**config.mk**
```make
export PLATFORM = sky130hd
export DESIGN_NAME = hufd_walk
export DESIGN_NICKNAME = d
export VERILOG_FILES = /design/src/rtl/core/hufd_pkg.sv /design/src/rtl/core/hufd_walk.sv
export SDC_FILE = /design/constraint.sdc
export NUM_CORES = 1
export LEC_CHECK = 0
export BUFFER_PORTS_ARGS = -buffer_cell sky130_fd_sc_hd__buf_4
export CORE_MARGIN = 2
export CORE_UTILIZATION = 50
export DETAILED_ROUTE_END_ITERATION = 10
export PLACE_DENSITY = 0.74
export SETUP_SLACK_MARGIN = 0.1
export SLEW_MARGIN = 15
export SYNTH_ARGS = -nofsm -noshare
export SYNTH_HDL_FRONTEND = slang
export SYNTH_SLANG_ARGS = --single-unit
export TNS_END_PERCENT = 10
```
**constraint.sdc**
```tcl
create_clock -name clk -period 4.4 [get_ports clk]
set_input_delay 1.32 -clock clk [delete_from_list [all_inputs] [get_ports clk]]
set_output_delay 1.32 -clock clk [all_outputs]
set_load 0.02 [all_outputs]
```
**src/rtl/core/hufd_pkg.sv**
```systemverilog
// Shared types and constants for the tree-walk decoder.
// Used by hufd_node_ram, hufd_walk and huffman_tree_walk_decoder; no dependencies.
package hufd_pkg;

	localparam int unsigned IDX_W = 9;
	localparam int unsigned SYM_W = 8;
	localparam int unsigned CNT_W = 32;

	localparam logic [IDX_W-1:0] NO_CHILD = 9'd511;

	localparam logic [1:0] KIND_NODE    = 2'd0;
	localparam logic [1:0] KIND_DATA    = 2'd1;
	localparam logic [1:0] KIND_RESTART = 2'd2;

	localparam logic [1:0] CFG_TOTAL = 2'd0;
	localparam logic [1:0] CFG_ROOT  = 2'd1;

	typedef struct packed {
		logic [IDX_W-1:0] left;
		logic [IDX_W-1:0] right;
		logic             leaf;
		logic [SYM_W-1:0] sym;
	} node_t;

	typedef struct packed {
		logic             valid;
		logic [SYM_W-1:0] sym;
		logic             bad;
		logic             last;
	} hufd_res_t;

	function automatic logic node_ok(input logic [IDX_W-1:0] idx, input logic [IDX_W:0] limit);
		node_ok = (idx != NO_CHILD) && ({1'b0, idx} < limit);
	endfunction

endpackage

```
**src/rtl/core/hufd_walk.sv**
```systemverilog
// Walk sequencer: follows one data bit per step through the node table
// and buffers results so the final word of a byte carries last.
// Depends on hufd_pkg; drives the read port of hufd_node_ram.
module hufd_walk #(
	parameter int MAX_NODES = 512
) (
	input  logic                               clk,
	input  logic                               arst_n,
	input  logic                               accept,
	input  logic [1:0]                         kind,
	input  logic [hufd_pkg::SYM_W-1:0]         data_byte,
	input  logic [hufd_pkg::CNT_W-1:0]         total_symbols,
	input  logic [hufd_pkg::IDX_W-1:0]         root_node,
	output logic                               busy,
	output logic                               rd_en,
	output logic [$clog2(MAX_NODES)-1:0]       rd_addr,
	input  hufd_pkg::node_t                    rd_data,
	output hufd_pkg::hufd_res_t                res
);
	import hufd_pkg::*;

	localparam int AW = $clog2(MAX_NODES);
	localparam logic [IDX_W:0] LIMIT = (IDX_W+1)'(MAX_NODES);

	typedef enum logic [2:0] {
		S_IDLE,
		S_RDCUR,
		S_CHILD,
		S_LEAF,
		S_FLUSH
	} state_t;

	state_t           state_q;
	logic [IDX_W-1:0] cur_q;
	logic [CNT_W-1:0] count_q;
	logic [SYM_W-1:0] byte_q;
	logic [2:0]       bit_q;
	logic             pend_valid_q;
	logic [SYM_W-1:0] pend_sym_q;
	logic             pend_bad_q;
	hufd_res_t        res_q;

	logic             cur_ok;
	logic [IDX_W-1:0] next_idx;
	logic             next_ok;
	logic             cnt_done;
	logic             push;
	logic [SYM_W-1:0] push_sym;
	logic             push_bad;
	logic             step;

	always_comb begin
		cur_ok   = node_ok(cur_q, LIMIT);
		next_idx = byte_q[SYM_W-1] ? rd_data.right : rd_data.left;
		next_ok  = node_ok(next_idx, LIMIT);
		cnt_done = count_q >= total_symbols;
		rd_en    = 1'b0;
		rd_addr  = cur_q[AW-1:0];
		push     = 1'b0;
		push_sym = '0;
		push_bad = 1'b0;
		step     = 1'b0;
		case (state_q)
			S_RDCUR: begin
				rd_en = cur_ok;
			end
			S_CHILD: begin
				rd_addr = next_idx[AW-1:0];
				if (!cnt_done) begin
					if (!cur_ok || !next_ok) begin
						push     = 1'b1;
						push_bad = 1'b1;
						step     = 1'b1;
					end else begin
						rd_en = 1'b1;
					end
				end
			end
			S_LEAF: begin
				step = 1'b1;
				if (rd_data.leaf) begin
					push     = 1'b1;
					push_sym = rd_data.sym;
				end
			end
			default: begin
			end
		endcase
	end

	always_ff @(posedge clk or negedge arst_n) begin
		if (!arst_n) begin
			state_q      <= S_IDLE;
			cur_q        <= '0;
			count_q      <= '0;
			byte_q       <= '0;
			bit_q        <= '0;
			pend_valid_q <= 1'b0;
			pend_sym_q   <= '0;
			pend_bad_q   <= 1'b0;
			res_q        <= '0;
		end else begin
			if (push && pend_valid_q) begin
				res_q <= '{valid: 1'b1, sym: pend_sym_q, bad: pend_bad_q, last: 1'b0};
			end else if ((state_q == S_FLUSH) && pend_valid_q) begin
				res_q <= '{valid: 1'b1, sym: pend_sym_q, bad: pend_bad_q, last: 1'b1};
			end else begin
				res_q.valid <= 1'b0;
			end
			if (push) begin
				pend_valid_q <= 1'b1;
				pend_sym_q   <= push_sym;
				pend_bad_q   <= push_bad;
			end
			if (step) begin
				byte_q <= {byte_q[SYM_W-2:0], 1'b0};
				bit_q  <= bit_q - 3'd1;
			end
			case (state_q)
				S_IDLE: begin
					if (accept) begin
						case (kind)
							KIND_DATA: begin
								byte_q  <= data_byte;
								bit_q   <= 3'd7;
								state_q <= S_RDCUR;
							end
							KIND_RESTART: begin
								cur_q   <= root_node;
								count_q <= '0;
							end
							default: begin
							end
						endcase
					end
				end
				S_RDCUR: begin
					state_q <= S_CHILD;
				end
				S_CHILD: begin
					if (cnt_done) begin
						state_q <= S_FLUSH;
					end else if (push_bad) begin
						cur_q   <= root_node;
						state_q <= (bit_q == 3'd0) ? S_FLUSH : S_RDCUR;
					end else begin
						cur_q   <= next_idx;
						state_q <= S_LEAF;
					end
				end
				S_LEAF: begin
					if (rd_data.leaf) begin
						cur_q   <= root_node;
						count_q <= count_q + CNT_W'(1);
						state_q <= (bit_q == 3'd0) ? S_FLUSH : S_RDCUR;
					end else begin
						state_q <= (bit_q == 3'd0) ? S_FLUSH : S_CHILD;
					end
				end
				S_FLUSH: begin
					pend_valid_q <= 1'b0;
					state_q      <= S_IDLE;
				end
				default: begin
					state_q <= S_IDLE;
				end
			endcase
		end
	end

	assign busy = (state_q != S_IDLE);
	assign res  = res_q;

endmodule

```
==> results of run 1 <==
-- layer usage --
layer	part of all wire	wire length (um)	GRT usage
met5	0	0	0
met4	0.019	216	0.0873
met3	0.049	565	0.0483
met2	0.50	5740	0.400
met1	0.44	5030	0.293
-- report_power, final --
group	switching (W)	internal, W
clock	0.000290	0.000215
sequential	0.000160	0.000891
combinational	0.000715	0.000666
-- flip-flops by register name (all words and copies together), names as in the netlist --
signal        count
bit_q             3
count_q          32
state_q           3
cur_q             9
byte_q            8
pend_sym_q        8
res              11
pend_bad_q        1
pend_valid_q      1
-- Yosys cell counts, types with 2 or more instances --
cell       n  area share
a211oi_1   3      0.0048
a21o_1     2      0.0032
a21oi_1   34       0.036
a31oi_1    5      0.0066
a41oi_1    2      0.0037
and2_1     3      0.0040
and3_1     9       0.012
and4_1     4      0.0074
buf_2      5      0.0053
buf_4      4      0.0064
clkbuf_1  10      0.0080
dfrtp_1   76        0.40
ha_1      35       0.093
inv_1     48       0.038
mux2_2    18       0.043
mux2i_1   12       0.025
nand2_1   55       0.044
nand3_1   14       0.015
nand4_1   15       0.020
nor2_1    66       0.053
nor2_2     2      0.0027
nor2b_1    3      0.0040
nor3_1     4      0.0042
nor4b_4    2       0.010
o21a_1     2      0.0032
o21ai_0   31       0.033
o31a_1     6       0.011
o31ai_1    4      0.0064
or3_1      3      0.0040
xnor2_1    7       0.013
xor2_1    18       0.033
-- stage by stage --
step / power [W] / utilization / setup slack, ns / setup TNS (ns)
after CTS: 0.00292 / 0.654 / 0.101 / 0
final: 0.00294 / 0.667 / 0.106 / 0
after global placement: 0.00227 / 0.611 / -0.226 / -0.226
after global routing: 0.00315 / 0.667 / -0.0144 / -0.0144
after detailed placement: 0.00232 / 0.611 / -0.273 / -0.273
after floorplan: 0.00188 / - / 0.198 / 0
-- final timing paths --
path | start | to | slack (ns) | depth (start not counted)
setup / recovery | total_symbols[17] | rd_en | 0.11 | 12
hold / removal | pend_bad_q | pend_bad_q | 0.50 | 1
setup reg to reg | count_q[11] | state_q[0] | 0.86 | 21
hold reg to reg | pend_bad_q | pend_bad_q | 0.50 | 1
max in group asynchronous | arst_n | cur_q[4] | 2.64 | 1
min in group asynchronous | arst_n | count_q[17] | 1.12 | 1
-- cells by family after synthesis --
family          share of synthesized area
simple gates                        0.189
xor+xnor                           0.0464
buf+inv                            0.0602
fa+ha+maj                          0.0928
mux                                0.0684
compound gates                      0.140
flops                               0.403
-- worst max-delay path, cell delays in order --
cell and delay, ns:
buf_4 0.11, inv_1 0.09, ha_4 0.22, a21oi_2 0.15, o21ai_2 0.11, a41oi_2 0.22
nor4_2 0.06, buf_4 0.16, a21oi_2 0.18, nand2_2 0.10, o41ai_2 0.06, buf_4 0.20
-- what timing repair did --
item                                    in CTS  in global routing
pin swaps                                   10                 15
buffers inserted                            16                  2
gates resized for setup                     19                 24
endpoints found under the hold margin        0                  0
endpoints found under the setup margin       1                  3
-- cell type report --
cell class                 count  area, um2  area share
clock buffer                   9        124      0.0202
clock inverter                 7       58.8     0.00958
inverter                      48        188      0.0306
multi-input combinational    379       2730       0.444
sequential                    76       1900       0.310
tap                          111        139      0.0226
timing repair buffer         131        998       0.163
==> summary.md, run 1 <==
| Metric | Value |
|---|---|
| Status | `complete, no violations` |
| PD cells | `479 mW/mm2` |
| Die H | `101 um` |
| Core Region | `0.00920 mm2` |
| Post-CTS Hold Fix Bufs | `0` |
| Synth Flop Type | `dfrtp_1` |
| Sequential share of the synthesized area | `0.403` |
| Critical Path RT | `3.08 ns` |
| Gr usage total | `0.234` |
| Drt drc | `0` |
| Most frequent cells in the layout | `buf_4 (127), dfrtp_1 (76), nor2_1 (65)` |
| Skew final | `0.0142 ns` |
| Pin count of the biggest net entering global routing | `77` |
| Final hold viol count | `0` |
| Final Max Slew Viols | `0` |
| EDFF count, synth | `0` |
| Commonest non-fill, non-tap cell in the layout | `buf_4` |
| Io pins | `103` |
| Slew @ Worst Pin | `0.980 ns` |
| Share of cells above drive strength 1 | `0.314` |
| DPL Wire Length | `8.15 mm` |
| Fin crit share | `0.976` |
| Synth-to-Final Area Change | `30.0%` |
| # fillers | `765` |
| Die area | `0.0102 mm2` |
| F_max | `233 MHz` |
| IO Port Bufs | `102` |
| Drt first pass iters | `4` |
| Vias in the first global route | `4344` |
| WP data arrival | `2.97 ns` |
| Clk buf depth | `2` |
| Via count | `4231` |
| Fraction of registers with async set/reset | `1.00` |
| Antenna violations before repair | `0` |
| Critical Path Sink Type | `output pin` |
| CTS tree | `yes` |
| Hold crit path type | `reg -> reg` |
| Seq cells post-synth | `76` |
| H-tree levels | `3` |
| Clock-pin slew on the worst setup and hold paths | `0.08 ns` |
| Routability Congestion | `0.839` |
| Synth unique cells | `52` |
| WHS | `0.497 ns` |
| Std-Cell Rows | `35` |
| ANT nets after route | `0` |
| Antenna diodes | `0` |
| Post-Syn Instances | `523` |
| Drt wl/cell | `15.2 um` |
| Sink Count | `76` |
| DRT iter0 DRCs | `187` |
| Unrepaired setup endpoints after global routing | `true` |
| Final setup violation count | `0` |
| VDD IR max | `365 uV` |
| First-pass GRT wire length | `19.3 mm` |
| Initial Util | `0.513` |
| Via density | `5.56` |
| Die X-Extent | `101 um` |
| Clock root buffer | `clkbuf_8` |
| Final wirelength | `11.6 mm` |
| Final worst path period need | `4.29 ns` |
| CTS Buf Count | `9` |
| Final Cell Area | `0.00614 mm2` |
| Total congestion overflow | `0` |
| Synthesized net count | `639` |
| Syn avg cell area | `9.02 um2` |
| Relative slew slack | `0.347` |
| Max Cap Viol | `0` |
| Synthesized cell area | `0.00472 mm2` |
| Final non-filler cell total | `761` |
| Worst Path Max Fanout | `2` |
| Pleak | `3.03 nW` |
| Nets | `761` |
| Critical Path Start Type | `input pin` |
| Crit path kind | `in -> out` |
| Placed cells | `728` |
| Cell Area, Placed | `0.00562 mm2` |
| Clk Latency, worst-skew pair | `0.35 ns` |
| Yosys warns | `0` |
Note: power is estimated with default switching activity, not from simulation.
==> inputs of run 2 (changes only) <==
Settings changed: REMOVE_ABC_BUFFERS set to 1.
==> run 2 against run 1 <==
Compared with the run above: sequential power about the same; routed wire length shrank 4.7%; clock skew fell by 0.0027 ns; utilization shrank 0.14 points; hold slack gained 0.0039 ns; critical endpoint unchanged; largest cell class unchanged.
==> summary.md, run 2 (synthesis gave the netlist of run 1 again) <==
| Metric | Value |
|---|---|
| Nets | `747` |
| Final Cell Area | `0.00612 mm2` |
| Post-Route M1 WL | `4.70 mm` |
| Clock root buffer | `clkbuf_8` |
| Commonest non-fill, non-tap cell in the layout | `buf_4` |
| Drt wl/cell | `14.7 um` |
| Std-Cell Rows | `35` |
| Clk Latency, worst-skew pair | `0.35 ns` |
| Unrepaired setup endpoints after global routing | `true` |
| Hold crit path type | `reg -> reg` |
| Placed cells | `729` |
| WP data arrival | `2.97 ns` |
| Hold path start | `pend_bad_q` |
| Via count | `4139` |
| Cell Area, Placed | `0.00562 mm2` |
| # fillers | `719` |
| F_max | `233 MHz` |
| Die H | `101 um` |
| Sequential fraction of design power | `0.365` |
| Reg2reg start | `count_q[29]` |
| Psw | `0.00113 W` |
| Crit path kind | `in -> out` |
| CTS tree | `yes` |
| Sw Ratio | `0.391` |
| Setup TNS | `0 ns` |
| Die area | `0.0102 mm2` |
| PD cells | `471 mW/mm2` |
| Met2 wire length | `5.52 mm` |
| Drt drc | `0` |
| Fin crit share | `0.975` |
| Most frequent cells in the layout | `buf_4 (114), dfrtp_1 (76), nor2_1 (65)` |
| Synth-to-Final Area Change | `29.8%` |
| CTS Buf Count | `9` |
| Met3 WL | `537 um` |
| VDD IR max | `358 uV` |
| Sequential Area | `0.00190 mm2` |
| Via density | `5.54` |
| H-tree levels | `3` |
| R2R cell count | `10` |
| Initial Util | `0.513` |
| Final worst path period need | `4.29 ns` |
| Total congestion overflow | `0` |
| Comb power frac | `0.439` |
| Clk network pwr share | `0.196` |
| Critical Path RT | `3.08 ns` |
| Core Region | `0.00920 mm2` |
| Worst r2r dst | `res[9]` |
| ANT nets after route | `0` |
| PnR Total Power | `0.00288 W` |
| Final wirelength | `11.0 mm` |
| Biggest register | `count_q` |
| Share of cells above drive strength 1 | `0.314` |
| Die X-Extent | `101 um` |
| Io pins | `103` |
| DPL Wire Length | `8.02 mm` |
| Routability Congestion | `0.851` |
| DRT iter0 DRCs | `133` |
| Sink Count | `76` |
| Max Cap Viol | `0` |
| Gr usage total | `0.222` |
| Max reg flops | `32` |
| Critical Path Start Type | `input pin` |
| Antenna violations before repair | `0` |
| Final setup violation count | `0` |
| Highest Signal Layer | `met4` |
| Worst Path Max Fanout | `2` |
| Pleak | `2.98 nW` |
| P_int | `0.00175 W` |
| Final non-filler cell total | `747` |
| Antenna diodes | `0` |
| Clock-pin slew on the worst setup and hold paths | `0.08 ns` |
| Multi-input logic area | `0.00279 mm2` |
| IO Port Bufs | `102` |
| Drt first pass iters | `4` |
| Pin count of the biggest net entering global routing | `77` |
| Slew @ Worst Pin | `0.958 ns` |
| Final Max Slew Viols | `0` |
| Hold Path Sink | `pend_bad_q` |
| Final hold viol count | `0` |
| Skew final | `0.0115 ns` |
| Status | `complete, no violations` |
| Critical Path Sink Type | `output pin` |
| Clk buf depth | `2` |
| Relative slew slack | `0.362` |
| FF-to-FF setup slack | `1.57 ns` |
| First-pass GRT wire length | `18.3 mm` |
| Vias in the first global route | `4121` |
| Hold depth | `1` |
==> run 2: how the worst max path moves through the flow <==
stage	start	to	slack [ns]
2_1_floorplan	total_symbols[13]	rd_en	0.18
3_3_place_gp	total_symbols[13]	rd_en	-0.32
3_5_place_dp	total_symbols[19]	rd_en	-0.37
4_1_cts	total_symbols[13]	rd_en	0.04
5_1_grt	total_symbols[18]	rd_en	0.02
6_report	total_symbols[18]	rd_en	0.11
==> run 2: stage by stage <==
step           hold WS, ns  setup WS, ns  utilization
2_1_floorplan        0.446         0.179            -
3_3_place_gp         0.464        -0.319        0.612
3_5_place_dp         0.465        -0.372        0.612
4_1_cts              0.510        0.0441        0.649
5_1_grt              0.516        0.0234        0.666
6_report             0.501         0.108        0.666
==> run 2: area by class of cell <==
class / instances / share of cell area
Multi-Input combinational cell: 379 / 0.456
Sequential cell: 76 / 0.311
Timing Repair Buffer: 117 / 0.145
Inverter: 48 / 0.0315
Tap cell: 111 / 0.0227
Clock buffer: 9 / 0.0202
Clock inverter: 7 / 0.0135
==> run 2: metal layers <==
layer / track usage / vias to the layer above
li1: - / 2022
met1: 0.280 / 1969
met2: 0.385 / 126
met3: 0.0386 / 22
met4: 0.0811 / 0
met5: 0 / -
==> run 2: critical path, cell delays in order <==
cell and delay, ns:
buf_4 0.08, inv_1 0.03, ha_1 0.29, nand2_1 0.09, o21ai_2 0.09, a2111oi_4 0.32, buf_4 0.18, o21ai_4 0.06
a21oi_2 0.16, nand2_1 0.10, o41ai_2 0.06, buf_4 0.19
==> run 2: repair_timing <==
item | 4_1_cts | 5_1_grt
setup buffers | 0 | 2
setup endpoints to repair | 1 | 1
gates resized for setup | 25 | 33
pin swaps | 13 | 25
hold buffers | 0 | 0
==> run 2: power by group through the flow <==
stage | logic (W) | registers (W) | clock network [W]
final | 0.00127 | 0.00105 | 0.000564
after global routing | 0.00140 | 0.00108 | 0.000609
after CTS | 0.00126 | 0.00105 | 0.000576
after detailed placement | 0.00125 | 0.00107 | 0
after global placement | 0.00122 | 0.00105 | 0
after floorplan | 0.000770 | 0.00107 | 0
